===== src/rtl/dlps_pkg.sv =====
package dlps_pkg;

    // opcode of an input beat
    localparam logic OP_START = 1'b0;
    localparam logic OP_STEP  = 1'b1;

    // line style register codes
    localparam logic [2:0] STYLE_NONE     = 3'd0;
    localparam logic [2:0] STYLE_SOLID    = 3'd1;
    localparam logic [2:0] STYLE_DOTTED   = 3'd2;
    localparam logic [2:0] STYLE_DASHED   = 3'd3;
    localparam logic [2:0] STYLE_DASH_DOT = 3'd4;

    // pattern phase runs 0..PHASE_LAST, then wraps
    localparam logic [3:0] PHASE_LAST = 4'd11;

    // decoded command flags carried through the queue
    typedef struct packed {
        logic is_start;
        logic zero_len;
        logic neg_x;
        logic neg_y;
    } cmd_flags_t;

    localparam int CMD_FLAGS_W = $bits(cmd_flags_t);

    typedef enum logic {
        BK_RUN,
        BK_DIVIDE
    } back_state_t;

    function automatic logic style_plots(input logic [2:0] style, input logic [3:0] phase);
        logic hit;
        hit = 1'b0;
        case (style)
            STYLE_SOLID:    hit = 1'b1;
            STYLE_DOTTED:   hit = ~phase[0];
            STYLE_DASHED:   hit = (phase < 4'd4) || ((phase >= 4'd6) && (phase < 4'd10));
            STYLE_DASH_DOT: hit = (phase < 4'd6) || (phase == 4'd9);
            default:        hit = 1'b0;
        endcase
        return hit;
    endfunction

endpackage


===== src/rtl/dda_line_pattern_stepper_unit.sv =====
// dda line rasterizer with line styles
// input stream: one beat per command; s_tuser is the opcode (start a line or
//   advance one step), s_tdata carries both endpoints for a start
// output stream: one beat per input beat with the current point in m_tdata,
//   the plot flag in m_tuser and line_done in m_tlast
// cfg_we / cfg_wdata write the line style register; the user must write it only
//   while the block idles; the block itself leaves this unenforced
// a command is written into the queue in the cycle it is taken; its result beat
//   is registered in the output register once the back end pops it
// a step beat is handled by the accumulator adds once the output register is free
//   and no division runs; a start beat of a line with nonzero length holds the
//   back end while the shared bit-serial divider forms both per-step increments
//   (one quotient bit a cycle); the start point itself goes out at once
// a two-entry queue sits between the decode front and the stepping back end,
//   so input beats keep coming while a result beat waits on m_tready
// reset: synchronous, active low; line style returns to solid, no line is
//   active, the queue and the output register are emptied
// stall: with m_tready low the result beat holds, the queue fills, then
//   s_tready drops
module dda_line_pattern_stepper_unit #(
    parameter int  COORD_BITS = 11,
    parameter int  FRAC_BITS  = 16,
    localparam int S_DATA_W   = ((4 * COORD_BITS + 7) / 8) * 8,
    localparam int M_DATA_W   = ((2 * COORD_BITS + 7) / 8) * 8
) (
    input  logic                aclk,
    input  logic                aresetn,

    input  logic                cfg_we,
    input  logic [2:0]          cfg_wdata,   // line_style

    input  logic                s_tvalid,
    output logic                s_tready,
    input  logic [S_DATA_W-1:0] s_tdata,     // start_x, start_y, end_x, end_y, zero pad
    input  logic                s_tuser,     // opcode

    output logic                m_tvalid,
    input  logic                m_tready,
    output logic [M_DATA_W-1:0] m_tdata,     // point_x, point_y, zero pad
    output logic                m_tuser,     // plot
    output logic                m_tlast      // line_done
);
    import dlps_pkg::*;

    // queue entry: flags over start point, magnitudes and step count
    localparam int ENTRY_W = CMD_FLAGS_W + 5 * COORD_BITS;

    // decoded command from the front
    cmd_flags_t            f_flags;
    logic [COORD_BITS-1:0] f_start_x, f_start_y, f_abs_dx, f_abs_dy, f_steps;

    // command at the head of the queue
    logic [ENTRY_W-1:0]    q_entry;
    logic                  q_valid, q_pop, q_full;
    cmd_flags_t            q_flags;
    logic [COORD_BITS-1:0] q_start_x, q_start_y, q_abs_dx, q_abs_dy, q_steps;

    logic [COORD_BITS-1:0] pt_x, pt_y;

    // front: differences, magnitudes, step count and kind of command
    dlps_front #(
        .COORD_BITS(COORD_BITS)
    ) u_front (
        .op     (s_tuser),
        .coords (s_tdata[4*COORD_BITS-1:0]),
        .flags  (f_flags),
        .start_x(f_start_x),
        .start_y(f_start_y),
        .abs_dx (f_abs_dx),
        .abs_dy (f_abs_dy),
        .steps  (f_steps)
    );

    // decouples the front from the stepping back end
    dlps_fifo #(
        .WIDTH(ENTRY_W)
    ) u_queue (
        .aclk     (aclk),
        .aresetn  (aresetn),
        .wr_en    (s_tvalid),
        .wr_data  ({f_flags, f_start_x, f_start_y, f_abs_dx, f_abs_dy, f_steps}),
        .full     (q_full),
        .rd_en    (q_pop),
        .rd_data  (q_entry),
        .not_empty(q_valid)
    );

    assign s_tready = !q_full;

    assign q_flags   = cmd_flags_t'(q_entry[ENTRY_W-1:5*COORD_BITS]);
    assign q_start_x = q_entry[5*COORD_BITS-1:4*COORD_BITS];
    assign q_start_y = q_entry[4*COORD_BITS-1:3*COORD_BITS];
    assign q_abs_dx  = q_entry[3*COORD_BITS-1:2*COORD_BITS];
    assign q_abs_dy  = q_entry[2*COORD_BITS-1:COORD_BITS];
    assign q_steps   = q_entry[COORD_BITS-1:0];

    // back: accumulators, pattern phase, divider and output register
    dlps_back #(
        .COORD_BITS(COORD_BITS),
        .FRAC_BITS (FRAC_BITS)
    ) u_back (
        .aclk     (aclk),
        .aresetn  (aresetn),
        .cfg_we   (cfg_we),
        .cfg_wdata(cfg_wdata),
        .q_valid  (q_valid),
        .q_pop    (q_pop),
        .q_flags  (q_flags),
        .q_start_x(q_start_x),
        .q_start_y(q_start_y),
        .q_abs_dx (q_abs_dx),
        .q_abs_dy (q_abs_dy),
        .q_steps  (q_steps),
        .out_valid(m_tvalid),
        .out_ready(m_tready),
        .out_plot (m_tuser),
        .out_x    (pt_x),
        .out_y    (pt_y),
        .out_done (m_tlast)
    );

    // pack the point, pad to whole bytes
    assign m_tdata = {{(M_DATA_W - 2*COORD_BITS){1'b0}}, pt_y, pt_x};

endmodule


===== src/rtl/dlps_front.sv =====
module dlps_front #(
    parameter int COORD_BITS = 11
) (
    input  logic                    op,
    input  logic [4*COORD_BITS-1:0] coords,
    output dlps_pkg::cmd_flags_t    flags,
    output logic [COORD_BITS-1:0]   start_x,
    output logic [COORD_BITS-1:0]   start_y,
    output logic [COORD_BITS-1:0]   abs_dx,
    output logic [COORD_BITS-1:0]   abs_dy,
    output logic [COORD_BITS-1:0]   steps
);
    import dlps_pkg::*;

    logic [COORD_BITS-1:0] end_x;
    logic [COORD_BITS-1:0] end_y;
    logic [COORD_BITS:0]   dx;
    logic [COORD_BITS:0]   dy;
    logic [COORD_BITS:0]   dx_mag;
    logic [COORD_BITS:0]   dy_mag;

    assign start_x = coords[COORD_BITS-1:0];
    assign start_y = coords[2*COORD_BITS-1:COORD_BITS];
    assign end_x   = coords[3*COORD_BITS-1:2*COORD_BITS];
    assign end_y   = coords[4*COORD_BITS-1:3*COORD_BITS];

    // one extra bit holds the full span of a difference
    assign dx = {end_x[COORD_BITS-1], end_x} - {start_x[COORD_BITS-1], start_x};
    assign dy = {end_y[COORD_BITS-1], end_y} - {start_y[COORD_BITS-1], start_y};

    assign dx_mag = dx[COORD_BITS] ? -dx : dx;
    assign dy_mag = dy[COORD_BITS] ? -dy : dy;

    assign abs_dx = dx_mag[COORD_BITS-1:0];
    assign abs_dy = dy_mag[COORD_BITS-1:0];
    assign steps  = (abs_dx > abs_dy) ? abs_dx : abs_dy;

    always_comb begin
        flags.is_start = (op == OP_START);
        flags.zero_len = (steps == '0);
        flags.neg_x    = dx[COORD_BITS];
        flags.neg_y    = dy[COORD_BITS];
    end

endmodule


===== src/rtl/dlps_fifo.sv =====
module dlps_fifo #(
    parameter int WIDTH = 8
) (
    input  logic             aclk,
    input  logic             aresetn,
    input  logic             wr_en,
    input  logic [WIDTH-1:0] wr_data,
    output logic             full,
    input  logic             rd_en,
    output logic [WIDTH-1:0] rd_data,
    output logic             not_empty
);
    logic [WIDTH-1:0] slot_reg [2];
    logic             wr_ptr_reg;
    logic             rd_ptr_reg;
    logic [1:0]       count_reg;
    logic             do_wr;
    logic             do_rd;

    assign full      = (count_reg == 2'd2);
    assign not_empty = (count_reg != 2'd0);
    assign do_wr     = wr_en && !full;
    assign do_rd     = rd_en && not_empty;
    assign rd_data   = slot_reg[rd_ptr_reg];

    always_ff @(posedge aclk) begin
        if (do_wr) begin
            slot_reg[wr_ptr_reg] <= wr_data;
        end
    end

    always_ff @(posedge aclk) begin
        if (!aresetn) begin
            wr_ptr_reg <= 1'b0;
            rd_ptr_reg <= 1'b0;
            count_reg  <= 2'd0;
        end else begin
            if (do_wr) begin
                wr_ptr_reg <= ~wr_ptr_reg;
            end
            if (do_rd) begin
                rd_ptr_reg <= ~rd_ptr_reg;
            end
            if (do_wr && !do_rd) begin
                count_reg <= count_reg + 2'd1;
            end else if (do_rd && !do_wr) begin
                count_reg <= count_reg - 2'd1;
            end
        end
    end

endmodule


===== src/rtl/dlps_div.sv =====
module dlps_div #(
    parameter int COORD_BITS = 11,
    parameter int FRAC_BITS  = 16
) (
    input  logic                  aclk,
    input  logic                  aresetn,
    input  logic                  start,
    input  logic [COORD_BITS-1:0] divisor,
    input  logic [COORD_BITS-1:0] mag_x,
    input  logic [COORD_BITS-1:0] mag_y,
    output logic                  done,
    output logic [FRAC_BITS:0]    quo_x,
    output logic [FRAC_BITS:0]    quo_y
);
    localparam int NUM_W = COORD_BITS + FRAC_BITS + 1;
    localparam int CNT_W = $clog2(FRAC_BITS + 2);

    logic [COORD_BITS-1:0] div_reg;
    logic [COORD_BITS-1:0] rem_x_reg, rem_y_reg;
    logic [FRAC_BITS:0]    lo_x_reg, lo_y_reg;
    logic [CNT_W-1:0]      cnt_reg;
    logic                  busy_reg;
    logic                  done_reg;

    logic [NUM_W-1:0]      num_x, num_y, half;
    logic [COORD_BITS:0]   part_x, part_y, diff_x, diff_y;
    logic                  ge_x, ge_y;

    // numerator |d| * 2^frac + steps/2, rounds the quotient to nearest
    assign half  = {{(FRAC_BITS+2){1'b0}}, divisor[COORD_BITS-1:1]};
    assign num_x = {1'b0, mag_x, {FRAC_BITS{1'b0}}} + half;
    assign num_y = {1'b0, mag_y, {FRAC_BITS{1'b0}}} + half;

    // one quotient bit per cycle for both axes
    assign part_x = {rem_x_reg, lo_x_reg[FRAC_BITS]};
    assign part_y = {rem_y_reg, lo_y_reg[FRAC_BITS]};
    assign diff_x = part_x - {1'b0, div_reg};
    assign diff_y = part_y - {1'b0, div_reg};
    assign ge_x   = (part_x >= {1'b0, div_reg});
    assign ge_y   = (part_y >= {1'b0, div_reg});

    assign done  = done_reg;
    assign quo_x = lo_x_reg;
    assign quo_y = lo_y_reg;

    always_ff @(posedge aclk) begin
        if (start) begin
            div_reg   <= divisor;
            rem_x_reg <= num_x[NUM_W-1:FRAC_BITS+1];
            rem_y_reg <= num_y[NUM_W-1:FRAC_BITS+1];
            lo_x_reg  <= num_x[FRAC_BITS:0];
            lo_y_reg  <= num_y[FRAC_BITS:0];
        end else if (busy_reg) begin
            rem_x_reg <= ge_x ? diff_x[COORD_BITS-1:0] : part_x[COORD_BITS-1:0];
            rem_y_reg <= ge_y ? diff_y[COORD_BITS-1:0] : part_y[COORD_BITS-1:0];
            lo_x_reg  <= {lo_x_reg[FRAC_BITS-1:0], ge_x};
            lo_y_reg  <= {lo_y_reg[FRAC_BITS-1:0], ge_y};
        end
    end

    always_ff @(posedge aclk) begin
        if (!aresetn) begin
            busy_reg <= 1'b0;
            done_reg <= 1'b0;
            cnt_reg  <= '0;
        end else begin
            done_reg <= busy_reg && (cnt_reg == CNT_W'(1));
            if (start) begin
                busy_reg <= 1'b1;
                cnt_reg  <= CNT_W'(FRAC_BITS + 1);
            end else if (busy_reg) begin
                cnt_reg <= cnt_reg - CNT_W'(1);
                if (cnt_reg == CNT_W'(1)) begin
                    busy_reg <= 1'b0;
                end
            end
        end
    end

endmodule


===== src/rtl/dlps_back.sv =====
module dlps_back #(
    parameter int COORD_BITS = 11,
    parameter int FRAC_BITS  = 16
) (
    input  logic                  aclk,
    input  logic                  aresetn,
    input  logic                  cfg_we,
    input  logic [2:0]            cfg_wdata,
    input  logic                  q_valid,
    output logic                  q_pop,
    input  dlps_pkg::cmd_flags_t  q_flags,
    input  logic [COORD_BITS-1:0] q_start_x,
    input  logic [COORD_BITS-1:0] q_start_y,
    input  logic [COORD_BITS-1:0] q_abs_dx,
    input  logic [COORD_BITS-1:0] q_abs_dy,
    input  logic [COORD_BITS-1:0] q_steps,
    output logic                  out_valid,
    input  logic                  out_ready,
    output logic                  out_plot,
    output logic [COORD_BITS-1:0] out_x,
    output logic [COORD_BITS-1:0] out_y,
    output logic                  out_done
);
    import dlps_pkg::*;

    localparam int ACC_W  = COORD_BITS + FRAC_BITS + 1;
    localparam int STEP_W = FRAC_BITS + 2;

    back_state_t              state_reg, state_next;
    logic [2:0]               style_reg;
    logic signed [ACC_W-1:0]  x_acc_reg, x_acc_next, y_acc_reg, y_acc_next;
    logic signed [STEP_W-1:0] x_step_reg, x_step_next, y_step_reg, y_step_next;
    logic [COORD_BITS-1:0]    left_reg, left_next;
    logic [3:0]               phase_reg, phase_next;
    logic                     neg_x_reg, neg_x_next, neg_y_reg, neg_y_next;
    logic                     valid_reg, valid_next;
    logic                     plot_reg, plot_next, done_reg, done_next;
    logic [COORD_BITS-1:0]    px_reg, px_next, py_reg, py_next;

    logic                     out_free;
    logic                     div_start, div_done;
    logic [FRAC_BITS:0]       quo_x, quo_y;
    logic [STEP_W-1:0]        mag_x, mag_y;
    logic signed [ACC_W-1:0]  x_sum, y_sum;

    dlps_div #(
        .COORD_BITS(COORD_BITS),
        .FRAC_BITS (FRAC_BITS)
    ) u_div (
        .aclk   (aclk),
        .aresetn(aresetn),
        .start  (div_start),
        .divisor(q_steps),
        .mag_x  (q_abs_dx),
        .mag_y  (q_abs_dy),
        .done   (div_done),
        .quo_x  (quo_x),
        .quo_y  (quo_y)
    );

    assign mag_x = {1'b0, quo_x};
    assign mag_y = {1'b0, quo_y};

    // accumulators carry a +1/2 bias so the integer part is the rounded point
    assign x_sum = x_acc_reg + {{(COORD_BITS-1){x_step_reg[STEP_W-1]}}, x_step_reg};
    assign y_sum = y_acc_reg + {{(COORD_BITS-1){y_step_reg[STEP_W-1]}}, y_step_reg};

    assign out_free  = !valid_reg || out_ready;
    assign out_valid = valid_reg;
    assign out_plot  = plot_reg;
    assign out_x     = px_reg;
    assign out_y     = py_reg;
    assign out_done  = done_reg;

    always_comb begin
        state_next  = state_reg;
        x_acc_next  = x_acc_reg;
        y_acc_next  = y_acc_reg;
        x_step_next = x_step_reg;
        y_step_next = y_step_reg;
        left_next   = left_reg;
        phase_next  = phase_reg;
        neg_x_next  = neg_x_reg;
        neg_y_next  = neg_y_reg;
        plot_next   = plot_reg;
        done_next   = done_reg;
        px_next     = px_reg;
        py_next     = py_reg;
        q_pop       = 1'b0;
        div_start   = 1'b0;

        unique case (state_reg)
            BK_RUN: begin
                if (q_valid && out_free) begin
                    q_pop = 1'b1;
                    if (q_flags.is_start) begin
                        x_acc_next = {q_start_x[COORD_BITS-1], q_start_x, 1'b1,
                                      {(FRAC_BITS-1){1'b0}}};
                        y_acc_next = {q_start_y[COORD_BITS-1], q_start_y, 1'b1,
                                      {(FRAC_BITS-1){1'b0}}};
                        left_next  = q_steps;
                        phase_next = '0;
                        neg_x_next = q_flags.neg_x;
                        neg_y_next = q_flags.neg_y;
                        plot_next  = 1'b1;
                        px_next    = q_start_x;
                        py_next    = q_start_y;
                        done_next  = q_flags.zero_len;
                        if (!q_flags.zero_len) begin
                            div_start  = 1'b1;
                            state_next = BK_DIVIDE;
                        end
                    end else if (left_reg == '0) begin
                        plot_next = 1'b0;
                        px_next   = '0;
                        py_next   = '0;
                        done_next = 1'b1;
                    end else begin
                        x_acc_next = x_sum;
                        y_acc_next = y_sum;
                        left_next  = left_reg - COORD_BITS'(1);
                        phase_next = (phase_reg == PHASE_LAST) ? 4'd0 : phase_reg + 4'd1;
                        plot_next  = style_plots(style_reg, phase_reg);
                        px_next    = x_sum[FRAC_BITS+COORD_BITS-1:FRAC_BITS];
                        py_next    = y_sum[FRAC_BITS+COORD_BITS-1:FRAC_BITS];
                        done_next  = (left_reg == COORD_BITS'(1));
                    end
                end
            end
            BK_DIVIDE: begin
                if (div_done) begin
                    x_step_next = neg_x_reg ? -mag_x : mag_x;
                    y_step_next = neg_y_reg ? -mag_y : mag_y;
                    state_next  = BK_RUN;
                end
            end
            default: begin
                state_next = BK_RUN;
            end
        endcase

        valid_next = q_pop ? 1'b1 : (out_ready ? 1'b0 : valid_reg);
    end

    always_ff @(posedge aclk) begin
        if (!aresetn) begin
            state_reg <= BK_RUN;
            style_reg <= STYLE_SOLID;
            left_reg  <= '0;
            phase_reg <= '0;
            valid_reg <= 1'b0;
        end else begin
            state_reg <= state_next;
            if (cfg_we) begin
                style_reg <= cfg_wdata;
            end
            left_reg  <= left_next;
            phase_reg <= phase_next;
            valid_reg <= valid_next;
        end
    end

    always_ff @(posedge aclk) begin
        x_acc_reg  <= x_acc_next;
        y_acc_reg  <= y_acc_next;
        x_step_reg <= x_step_next;
        y_step_reg <= y_step_next;
        neg_x_reg  <= neg_x_next;
        neg_y_reg  <= neg_y_next;
        plot_reg   <= plot_next;
        done_reg   <= done_next;
        px_reg     <= px_next;
        py_reg     <= py_next;
    end

endmodule


===== config.mk =====
export PLATFORM = sky130hd
export DESIGN_NAME = dda_line_pattern_stepper_unit
export DESIGN_NICKNAME = d
export VERILOG_FILES = /design/src/rtl/dlps_pkg.sv /design/src/rtl/dda_line_pattern_stepper_unit.sv /design/src/rtl/dlps_front.sv /design/src/rtl/dlps_fifo.sv /design/src/rtl/dlps_div.sv /design/src/rtl/dlps_back.sv
export SDC_FILE = /design/constraint.sdc
export NUM_CORES = 1
export LEC_CHECK = 0
export BUFFER_PORTS_ARGS = -buffer_cell sky130_fd_sc_hd__buf_4
export CAP_MARGIN = 20
export CORE_MARGIN = 2
export CORE_UTILIZATION = 46
export DETAILED_ROUTE_END_ITERATION = 6
export GPL_ROUTABILITY_DRIVEN = 1
export PLACE_DENSITY = 0.74
export SLEW_MARGIN = 15
export SYNTH_ARGS = -nofsm -noshare
export SYNTH_HDL_FRONTEND = slang
export SYNTH_SLANG_ARGS = --single-unit
export TNS_END_PERCENT = 30

===== constraint.sdc =====
create_clock -name aclk -period 6.29 [get_ports aclk]
set_input_delay 0.3145 -clock aclk [delete_from_list [all_inputs] [get_ports aclk]]
set_output_delay 0.3145 -clock aclk [all_outputs]
set_load 0.005 [all_outputs]

==> results of run 1 <==
[through the flow]
stage | power [mW] | cell area (sq um) | util | instances | hold WS, ns
2_1_floorplan | 7.379 | 18750 | - | 1698 | 0.4134
3_3_place_gp | 8.506 | 19900 | 0.4974 | 2259 | 0.4497
3_5_place_dp | 8.681 | 19900 | 0.4974 | 2259 | 0.4501
4_1_cts | 10.85 | 21230 | 0.5308 | 2341 | 0.0009363
5_1_grt | 11.60 | 21250 | 0.5312 | 2342 | 0.0003631
6_report | 10.84 | 21250 | 0.5312 | 2342 | 0.01609
[final cells by class]
cell class / count / area, sq um / area share
clock buffers: 41 / 940.9 / 0.04428
clock inverters: 26 / 244.0 / 0.01148
inverters: 108 / 405.4 / 0.01908
multi-input cells: 1202 / 8473 / 0.3988
flip-flops and latches: 333 / 9681 / 0.4556
well taps: 525 / 656.9 / 0.03091
repair buffers: 107 / 848.3 / 0.03992
[worst register-to-register path, delay by kind of cell, from the launching register on]
kind	cells	cell delay, ns
compound gates	8	2.26
xor+xnor	1	0.18
fa+ha+maj	2	0.55
buf+inv	1	0.06
flops	1	0.32
simple gates	1	0.16
[cells by family (layout without fill, tap and decap cells)]
family,count (synthesis),count (layout),synth area share
compound gates,457,457,0.1605
xor+xnor,126,126,0.05887
fa+ha+maj,124,124,0.08518
buf+inv,163,282,0.03317
flops,333,333,0.5164
mux,52,52,0.02897
other cells,1,2,0.0002001
simple gates,441,441,0.1167
[per-layer routing]
metal  vias up  global-route usage
met5         -                   0
met4         0             0.06276
met3        80             0.02334
met2       429              0.3371
met1      6398              0.2776
li1       6421                   -
[what timing repair did]
| action | in CTS | in global routing |
|---|---|---|
| hold buffers | 15 | 0 |
| hold endpoints to repair | 30 | 0 |
| resized for setup | 0 | 0 |
[path summary, 6_finish.rpt]
path | startpoint | end | slack [ns] | cells past startpoint
worst max-delay path | s_tdata[0] | u_queue.slot_reg[0][57] | 0.53 | 21
worst min register to register | u_back.u_div.quo_y[0] | u_back.y_step_reg[0] | 0.46 | 0
worst max register to register | u_back.y_step_reg[0] | u_back.out_y[8] | 2.49 | 13
worst min-delay path | s_tdata[13] | u_queue.slot_reg[0][35] | 0.02 | 1
[power by group through the flow]
| stage | combinational [mW] | sequential, mW | clock [mW] |
|---|---|---|---|
| after floorplan | 3.52 | 3.86 | 0 |
| after global placement | 4.54 | 3.97 | 0 |
| after detailed placement | 4.68 | 4.00 | 0 |
| after CTS | 4.74 | 3.96 | 2.15 |
| after global routing | 5.34 | 4.03 | 2.23 |
| final | 4.76 | 3.96 | 2.12 |
[Yosys cell counts, types with 5 or more instances]
master	count	area, sq um
a32o_1	5	50.05
ha_1	118	1476
a21oi_1	101	505.5
or4_1	8	60.06
nor3_1	32	160.2
nand4_1	14	87.58
nor3b_1	5	37.54
and3_1	9	56.30
nand2_1	111	416.7
or2_2	5	31.28
xor2_1	50	437.9
nor2_1	113	424.2
dfxtp_1	32	640.6
o21ai_1	9	45.04
a211oi_1	33	247.7
o21bai_1	13	97.59
buf_1	6	22.52
o21ai_0	104	520.5
or3_1	15	93.84
a31o_2	5	43.79
a31oi_1	9	56.30
and2_1	24	150.1
nor2b_1	47	294.0
o31a_1	6	52.55
fa_1	6	120.1
a21boi_0	15	112.6
o21a_1	31	232.7
mux2i_1	34	340.3
a21o_1	55	412.9
mux2_2	18	202.7
edfxtp_1	301	9039
o31ai_1	15	112.6
xnor2_1	76	665.6
a22oi_1	7	52.55
inv_1	104	390.4
nand2b_1	27	168.9
clkbuf_1	45	168.9
nand3_1	17	85.08
==> results by group, run 1 <==
Detailed routing
  • Pre-antenna DRT Iters: 5
  • Met3 wire len: between 2 and 2.5 mm
  • # DRC: 0
  • Vias/cell: 5.691
  • Final wirelength: between 40 and 50 mm
  • Top layer in use: met4
  • First DRT Iteration DRCs: ~1200
  • Via count: roughly 13000
  • Final ANT Viol Nets: 0
  • Routed length on met1: 18.76 mm
  • Metal2 WL: 20.18 mm
  • Drt wl/cell: 18.09 um

Final layout
  • Largest register FFs: 118
  • Layout cell share with drive strength beyond 1: 0.1079
  • Commonest non-fill, non-tap cells in the layout: edfxtp_1, ha_1, nor2_1
  • Area growth, synth to finish: 13.36%
  • Fill count: ~3400
  • Commonest non-fill, non-tap cell in the layout: edfxtp_1
  • Nets: 1970
  • Antenna diode count: 0

Outcome
  • Outcome: finished, final reports clean

Synthesis
  • Synth Cell Area: 18740 sq um
  • Unique cell type count in the Yosys netlist: slightly below 80
  • Dominant synthesized flop cell: edfxtp_1
  • Avg Inst Size Synth: approximately 11 sq um
  • Number of synthesized flops with an enable pin: between 300 and 400
  • Seq/Total Area, Yosys: 0.5164
  • Synth Instances: 1697
  • FFs w/ async S/R, synth: 0
  • Yosys Warn Count: 0
  • #FFs+latches synth: 333

Clock network
  • Htree depth: 2
  • Clk Latency, worst-skew pair: 0.52 ns
  • Clk root buf: clkbuf_16
  • TritonCTS clock tree: built
  • Clock sink count: around 330
  • Worst-path clk slew: around 0.060 ns
  • Post-CTS setup buffers: 0
  • Bufs on Longest Clock Path: 3
  • TritonCTS Buffers: 37

Worst hold path
  • Hold Path Class: primary input to register

Die
  • Die area: ~42000 sq um
  • I/O Pins: 85
  • Starting Density: 0.4685
  • Core Area: between 40000 and 50000 sq um
  • Chip width: between 200 and 250 um
  • Chip height: a little over 200 um
  • FP Rows: 73

Placed design
  • # port buffers: between 70 and 80
  • Pre-CTS WS: 0.5648 ns
  • HPWL Detailed: around 30 mm
  • RD Place Congestion: a little under 0.9

Global routing
  • GR Overflow Total: 0
  • Via count of the first global-routing pass: roughly 13000
  • Global-route wire length before repair: about 68 mm
  • Initial antenna violation count: 0
  • Largest net degree at the start of global routing: between 70 and 80
  • GRT Resource Usage Total: 0.2023

STA
  • Final max-slew violation count: 0
  • Max Clock Skew: about 0.011 ns
  • Final WS setup: between 0.5 and 0.6 ns
  • Fin crit share: 0.9155
  • Final Hold Viols: 0
  • RSZ-0062 raised after global routing: false
  • Highest Clock Rate: roughly 170 MHz
  • Setup TNS: 0 ns
  • Tmin final: ~5.8 ns
  • Final Setup Violations: 0
  • Relative max-transition margin: 0.4445
  • Worst Tran Pin Value: approximately 0.83 ns

Critical path
  • Slowest CP cell: o31a_1
  • Worst path bufs/invs: 4
  • Crit-path max FO: 12
  • CP startpoint kind: primary input
  • Worst path max stage delay: 0.59 ns
  • CP top delay family: compound AO/OA/AOI/OAI gates
  • Worst-path cell chain: dlygate4sd3_1 -> buf_4 -> ha_1 -> inv_1 -> fa_1 -> a211oi_1 -> o21ai_1 -> a21o_1 -> a21oi_1 -> xnor2_1 -> o41a_1 -> a211o_1 -> xnor2_1 -> buf_4 -> ha_1 -> nand4_1 -> o21ai_1 -> o31a_1 -> mux2i_1 -> or4_1 -> nor4_2
  • Kind of critical path: primary input to register
  • CP Capture Type: register
  • Critical Path RT: roughly 6.6 ns
  • Crit path DAT: a little over 6 ns

Pwr
  • Switch share: 0.3779
  • Power per cell area: slightly above 500 nW/um^2
  • Internal power: slightly below 7 mW
  • Combinational power share: 0.439
  • Leak Pwr: roughly 8.3 nW
  • Power share of the clock group: 0.195
  • Part of the power in registers: 0.365
  • Net Sw Power: between 4 and 5 mW
  • Worst VDD drop: between 0.0002 and 0.00025 V

Flow run
  • Max-cap violations: 0
No activity file was read; power rests on OpenSTA's default activity.
==> run 2, diff against run 1 <==
--- a/config.mk
+++ b/config.mk
@@ -11,9 +11,10 @@
 export CORE_UTILIZATION = 46
 export DETAILED_ROUTE_END_ITERATION = 6
 export GPL_ROUTABILITY_DRIVEN = 1
-export PLACE_DENSITY = 0.74
+export PLACE_DENSITY = 0.73
 export SLEW_MARGIN = 15
 export SYNTH_ARGS = -nofsm -noshare
 export SYNTH_HDL_FRONTEND = slang
+export SYNTH_HIERARCHICAL = 1
 export SYNTH_SLANG_ARGS = --single-unit
 export TNS_END_PERCENT = 30
==> results by group, run 2 <==
Outcome
  • Outcome: finished, final reports clean

STA
  • Max Clock Skew: 0.02171 ns (+0.01043 ns)
  • Final Hold Viols: 0 (unchanged)
  • RSZ-0062 raised after global routing: false
  • Setup TNS: 0 ns (unchanged)
  • Worst Tran Pin Value: 1.170 ns (+0.3364 ns)
  • Final Setup Violations: 0 (unchanged)
  • Fin crit share: 0.9226 (+0.007087)
  • Tmin final: 5.803 ns (+0.04458 ns)
  • Final max-slew violation count: 0 (unchanged)
  • Relative max-transition margin: 0.2000 (-0.2444)
  • Highest Clock Rate: 172.3 MHz (-0.77%)

Clock network
  • Bufs on Longest Clock Path: 3 (unchanged)
  • TritonCTS clock tree: built
  • Worst-path clk slew: 0.06 ns (about the same)
  • Clk root buf: clkbuf_16
  • Htree depth: 2 (unchanged)
  • TritonCTS Buffers: 37 (unchanged)
  • # resized after CTS: 0 (unchanged)
  • Clock sink count: 333 (unchanged)
  • Clk Latency, worst-skew pair: 0.54 ns (+0.02 ns)

Detailed routing
  • Drt wl/cell: 18.61 um (+2.9%)
  • Final wirelength: 46.78 mm (+10%)
  • Final ANT Viol Nets: 0 (unchanged)
  • Via count: 14440 (+8.3%)
  • Pre-antenna DRT Iters: 6 (+1)
  • # DRC: 0 (unchanged)
  • Vias/cell: 5.744 (+0.93%)
  • First DRT Iteration DRCs: 1303 (+5.0%)

Synthesis
  • Top-count cell post-synth: edfxtp_1
  • Avg Inst Size Synth: 10.86 sq um (-1.7%)
  • Yosys Warn Count: 6 (+6)
  • #FFs+latches synth: 333 (unchanged)
  • Synth Instances: 1830 (+7.8%)
  • Top-area cell type share of the netlist area: 0.4548 (-0.02744)
  • FFs w/ async S/R, synth: 0 (unchanged)
  • Commonest cells in the netlist: edfxtp_1, nand2_1, o21ai_0
  • Unique cell type count in the Yosys netlist: 101 (+29%)
  • Synth Cell Area: 19880 sq um (+6.0%)
  • Leading area contributor after synthesis: edfxtp_1
  • Top cells by area, synth: edfxtp_1, ha_1, mux2_2
  • Number of synthesized flops with an enable pin: 301 (unchanged)
  • Seq/Total Area, Yosys: 0.4870 (-0.02939)
  • Dominant synthesized flop cell: edfxtp_1

Global routing
  • Global-route wire length before repair: 74.95 mm (+11%)
  • GRT Resource Usage Total: 0.2110 (+0.008762)
  • GR Overflow Total: 0 (unchanged)
  • Largest net degree at the start of global routing: 84 (+17%)
  • Via count of the first global-routing pass: 14250 (+9.2%)
  • Initial antenna violation count: 0 (unchanged)

Die
  • I/O Pins: 85 (unchanged)
  • Die area: 44890 sq um (+5.9%)
  • FP Rows: 76 (+4.1%)
  • Chip height: 211.9 um (+2.9%)
  • Chip width: 211.9 um (+2.9%)
  • Core Area: 42890 sq um (+7.2%)
  • Starting Density: 0.4634 (-0.005093)

Final layout
  • Largest register FFs: 118 (unchanged)
  • Commonest non-fill, non-tap cells in the layout: edfxtp_1, nand2_1, o21ai_0
  • Nets: 2081 (+5.6%)
  • Fill count: 3672 (+7.3%)
  • Area growth, synth to finish: 12.13%
  • Layout Cells excl Fill: 2514 (+7.3%)
  • Layout cell share with drive strength beyond 1: 0.1358 (+0.02795)
  • Antenna diode count: 0 (unchanged)
  • Commonest non-fill, non-tap cell in the layout: edfxtp_1

Pwr
  • Power per cell area: 520.0 nW/um^2 (+1.9%)
  • Worst VDD drop: 0.0003022 V (+51%)
  • Leak Pwr: 8.522 nW (+2.8%)

Critical path
  • Slowest CP cell: dlygate4sd3_1
  • Reg2Reg Setup Slack: 2.54 ns (+0.05 ns)
  • Crit path DAT: 6.09 ns (about the same)
  • Worst-path cell chain: dlygate4sd3_1 -> buf_4 -> ha_1 -> fa_1 -> nand2b_1 -> a21oi_1 -> xor2_1 -> or3_4 -> or3_1 -> o41ai_2 -> xor2_1 -> inv_1 -> ha_1 -> nand4_1 -> a211o_1 -> a21oi_1 -> nor2b_1 -> mux2_2 -> a211oi_1 -> nor4_1 -> and4b_1
  • CP Capture Type: register
  • Worst reg2reg endpoint: u_back/phase_reg[3]
  • Worst setup path startpoint: s_tdata[0]
  • R2r startpoint: u_back/left_reg[2]
  • Cells on worst reg2reg path: 8 (-5)
  • Critical Path RT: 6.58 ns (-0.05 ns)
  • Crit-path max FO: 8 (-4)
  • Worst path max stage delay: 0.54 ns (-0.05 ns)
  • CP startpoint kind: primary input
  • Kind of critical path: primary input to register

Placed design
  • HPWL Detailed: 33.38 mm (+11%)
  • Placed insts: 2423 (+7.3%)
  • # port buffers: 78 (unchanged)
  • RD Place Congestion: 0.9223 (+4.1%)

Worst hold path
  • Hold Path Class: primary input to register
  • Hold path endpoint: u_back/style_reg[0]
  • Min-Delay Path Depth: 3 (+2)
  • Hold path start: cfg_we

Flow run
  • Max-cap violations: 0 (unchanged)
run 2: changes by cell type after synthesis, sizes merged, moves of 8 or more:
cell     previous run  this run
a211oi             33        25
mux2i              34        12
buf                10        41
inv               107       120
a31oi               9        18
o21ai             113       125
o2111ai             1        12
mux2               18        67
o311ai              0        13
nand2             112       140
nor2b              47        38
a21o               55        32
run 2: timing repair:
action,4_1_cts,5_1_grt
buffers inserted,0,0
hold endpoints to repair,45,0
hold buffers,23,0
run 2: area by class of cell:
| type | instances | area, sq um | area share |
|---|---|---|---|
| inverter | 121 | 454.2 | 0.02038 |
| tap | 585 | 732.0 | 0.03284 |
| clock inverter | 21 | 227.7 | 0.01022 |
| timing repair buffer | 113 | 905.9 | 0.04065 |
| sequential | 333 | 9681 | 0.4344 |
| clock buffer | 47 | 973.4 | 0.04368 |
| multi-input combinational | 1294 | 9313 | 0.4179 |
run 2: per-layer routing:
layer / track usage / vias to the layer above / wire [um]
met3: 0.02715 / 73 / 2310
met2: 0.3508 / 432 / 22240
met5: 0 / - / 0
li1: - / 6930 / -
met4: 0.05925 / 0 / 1078
met1: 0.2904 / 7005 / 21150
run 2: kinds of logic after synthesis:
kind of cell             Yosys count  synth area share
AO/OA/AOI/OAI                    482            0.1658
multiplexers                      79           0.04589
AND/OR/NAND/NOR                  490            0.1239
XOR/XNOR                         117           0.05156
adder cells (fa/ha/maj)          124           0.08033
other                              1         0.0001887
flip-flops                       333            0.4870
buffers and inverters            204           0.04539
run 2: power by group:
part           switching, mW  internal (mW)  total, mW
logic                   3.33           2.14       5.47
registers              0.373           3.59       3.96
clock network          0.881           1.27       2.15
total                   4.58           7.01       11.6
run 2: worst max path at each step:
stage,endpoint,slack (ns),cells after the start
CTS,u_queue/slot_reg[1][57],0.53,21
floorplan,u_queue/slot_reg[0][57],1.38,19
finish,u_queue/slot_reg[0][57],0.49,21
detailed placement,u_queue/slot_reg[0][57],0.61,20
global placement,u_queue/slot_reg[0][57],0.77,20
global route,u_queue/slot_reg[1][57],0.24,21
run 2: through the flow:
stage               hold slack [ns]    util  setup WS [ns]  instance area [sq um]  power [mW]
floorplan                    0.4321       -          1.382                  19880       7.888
finish                      0.05141  0.5197         0.4867                  22290       11.59
detailed placement           0.4814  0.4863         0.6140                  20860       9.381
CTS                         0.03268  0.5197         0.5308                  22290       11.59
global route                0.06396  0.5197         0.2350                  22290       12.36
global placement             0.4790  0.4863         0.7678                  20860       9.209
run 2: critical path: cells and delay by family:
family	cells	cell delay, ns
buffers and inverters	3	0.83
AND/OR/NAND/NOR	7	1.59
multiplexers	1	0.29
AO/OA/AOI/OAI	5	1.66
adder cells (fa/ha/maj)	3	0.99
XOR/XNOR	2	0.39
==> run 3, diff against run 2 <==
--- a/config.mk
+++ b/config.mk
@@ -8,10 +8,10 @@
 export BUFFER_PORTS_ARGS = -buffer_cell sky130_fd_sc_hd__buf_4
 export CAP_MARGIN = 20
 export CORE_MARGIN = 2
-export CORE_UTILIZATION = 46
+export CORE_UTILIZATION = 25
 export DETAILED_ROUTE_END_ITERATION = 6
 export GPL_ROUTABILITY_DRIVEN = 1
-export PLACE_DENSITY = 0.73
+export PLACE_DENSITY = 0.5
 export SLEW_MARGIN = 15
 export SYNTH_ARGS = -nofsm -noshare
 export SYNTH_HDL_FRONTEND = slang
==> results by group, run 3 (synthesis results as in run 2) <==
Critical path
  • Worst path bufs/invs: 3 (unchanged)
  • Critical Path RT: 6.59 ns (about the same)
  • Worst-path cell chain: dlygate4sd3_1 -> buf_4 -> ha_1 -> fa_1 -> nand2b_1 -> a21oi_1 -> xor2_1 -> or3_4 -> or3_1 -> o41ai_2 -> xor2_1 -> inv_1 -> ha_1 -> nand4_1 -> a211o_1 -> a21oi_1 -> nor2b_1 -> mux2_2 -> a211oi_1 -> nor4_1 -> and4b_1
  • CP top delay family: compound AO/OA/AOI/OAI gates
  • Slowest CP cell: dlygate4sd3_1
  • Crit-path max FO: 8 (unchanged)
  • CP startpoint kind: primary input
  • CP Capture Type: register
  • Kind of critical path: primary input to register
  • Crit path DAT: 6.02 ns (-0.07 ns)
  • Worst path max stage delay: 0.54 ns (about the same)

Final layout
  • Commonest non-fill, non-tap cells in the layout: edfxtp_1, nand2_1, o21ai_0
  • Antenna diode count: 0 (unchanged)
  • Post-route cell area: 23090 sq um (+3.6%)
  • Fill count: 8114 (+120%)
  • Largest register FFs: 118 (unchanged)
  • Fin util: 0.2928 (-0.2269)
  • Area growth, synth to finish: 16.17%
  • Layout Cells excl Fill: 2992 (+19%)
  • Nets: 2092 (+0.53%)
  • Commonest non-fill, non-tap cell in the layout: edfxtp_1
  • Layout cell share with drive strength beyond 1: 0.1426 (+0.006815)

Placed design
  • Placed insts: 2892 (+19%)
  • HPWL Detailed: 36.96 mm (+11%)
  • RD Place Congestion: 0.8580 (-7.0%)
  • # port buffers: 78 (unchanged)
  • Placed cell areas: 21470 sq um (+3.0%)
  • Pre-CTS WS: 0.6366 ns (+0.02257 ns)

Pwr
  • Power per cell area: 517.1 nW/um^2 (-0.55%)
  • Worst VDD drop: 0.0001911 V (-37%)
  • Total Power: 11.94 mW (+3.0%)
  • Switch share: 0.3988 (+0.003359)
  • Power share of the clock group: 0.200 (+0.014)
  • Leak Pwr: 8.618 nW (+1.1%)
  • Combinational power share: 0.468 (-0.004)
  • Part of the power in registers: 0.332 (-0.010)
  • Internal power: 7.179 mW (+2.5%)
  • Net Sw Power: 4.761 mW (+3.9%)

STA
  • Min Hold Slack: 0.06123 ns (+0.009811 ns)
  • Max Clock Skew: 0.01763 ns (-0.004078 ns)
  • Final Setup Violations: 0 (unchanged)
  • Final WS setup: 0.5778 ns (+0.09114 ns)
  • Relative max-transition margin: 0.3609 (+0.1609)
  • Fin crit share: 0.9081 (-0.01449)
  • Worst Tran Pin Value: 0.9569 ns (-0.2128 ns)
  • Highest Clock Rate: 175.1 MHz (+1.6%)
  • Tmin final: 5.712 ns (-0.09114 ns)
  • RSZ-0062 raised after global routing: false
  • Final max-slew violation count: 0 (unchanged)
  • Final Hold Viols: 0 (unchanged)
  • Setup TNS: 0 ns (unchanged)

Flow run
  • Max-cap violations: 0 (unchanged)

Detailed routing
  • Pre-antenna DRT Iters: 5 (-1)
  • Final wirelength: 51.23 mm (+9.5%)
  • Final ANT Viol Nets: 0 (unchanged)
  • First DRT Iteration DRCs: 903 (-31%)
  • Via count: 14270 (-1.2%)
  • Drt wl/cell: 17.12 um (-8.0%)
  • # DRC: 0 (unchanged)
  • Vias/cell: 4.770 (-17%)

Clock network
  • # resized after CTS: 0 (unchanged)
  • Clock sink count: 333 (unchanged)
  • Worst-path clk slew: 0.06 ns (about the same)
  • Bufs on Longest Clock Path: 3 (unchanged)
  • TritonCTS clock tree: built
  • CTS Hold Bufs: 26 (+13%)
  • TritonCTS Buffers: 41 (+11%)
  • Clk Latency, worst-skew pair: 0.56 ns (+0.02 ns)
  • Post-CTS setup buffers: 0 (unchanged)
  • Htree depth: 2 (unchanged)
  • Clk root buf: clkbuf_16

Die
  • Die area: 81770 sq um (+82%)
  • Core Area: 78870 sq um (+84%)
  • Chip height: 286.0 um (+35%)
  • I/O Pins: 85 (unchanged)
  • Starting Density: 0.2520 (-0.2114)
  • Chip width: 286.0 um (+35%)
  • FP Rows: 103 (+36%)

Worst hold path
  • Hold Path Class: primary input to register

Global routing
  • Largest net degree at the start of global routing: 77 (-8.3%)
  • GR Overflow Total: 0 (unchanged)
  • Global-route wire length before repair: 80.38 mm (+7.2%)
  • Initial antenna violation count: 0 (unchanged)
  • GRT Resource Usage Total: 0.1240 (-0.08707)
  • Via count of the first global-routing pass: 14420 (+1.2%)

Outcome
  • Outcome: finished, final reports clean
run 3: layer usage:
| layer | up-vias | GRT usage | routed length [um] |
|---|---|---|---|
| li1 | 6943 | - | - |
| met1 | 6993 | 0.1644 | 24030 |
| met2 | 274 | 0.2080 | 24130 |
| met3 | 63 | 0.02241 | 2044 |
| met4 | 0 | 0.03102 | 1022 |
| met5 | - | 0 | 0 |
run 3: final timing paths:
kind | start | end | slack (ns) | depth (start not counted)
setup / recovery | s_tdata[0] | u_queue/slot_reg[0][57] | 0.58 | 21
hold / removal | cfg_we | u_back/style_reg[2] | 0.06 | 3
setup reg to reg | u_queue/count_reg[0] | u_back/u_div/quo_x[12] | 2.82 | 9
hold reg to reg | u_back/left_reg[10] | u_back/left_reg[10] | 0.50 | 2
run 3: final cells by class:
| class | instances | area [sq um] | area share |
|---|---|---|---|
| Clock buffer | 45 | 1062 | 0.04601 |
| Clock inverter | 29 | 291.5 | 0.01263 |
| Timing Repair Buffer | 120 | 965.9 | 0.04183 |
| Tap cell | 1050 | 1314 | 0.05690 |
| Multi-Input combinational cell | 1294 | 9321 | 0.4037 |
| Sequential cell | 333 | 9681 | 0.4193 |
| Inverter | 121 | 454.2 | 0.01967 |
run 3: power groups by stage:
| stage | clock network (mW) | registers (mW) | logic, mW |
|---|---|---|---|
| finish | 2.39 | 3.97 | 5.58 |
| global route | 2.55 | 4.04 | 6.23 |
| CTS | 2.47 | 3.97 | 5.61 |
| detailed placement | 0 | 4.01 | 5.56 |
| global placement | 0 | 3.99 | 5.48 |
| floorplan | 0 | 3.89 | 4.00 |
run 3: worst reg2reg max path, stage by stage (launching register included):
cell and delay (ns):
dfxtp_1 0.40, or2_2 0.14, nand2b_1 0.06, nand2b_1 0.18, inv_1 0.09, buf_4 0.41
nand2_1 0.30, nor2_4 0.35, or2_2 0.65, buf_4 0.50
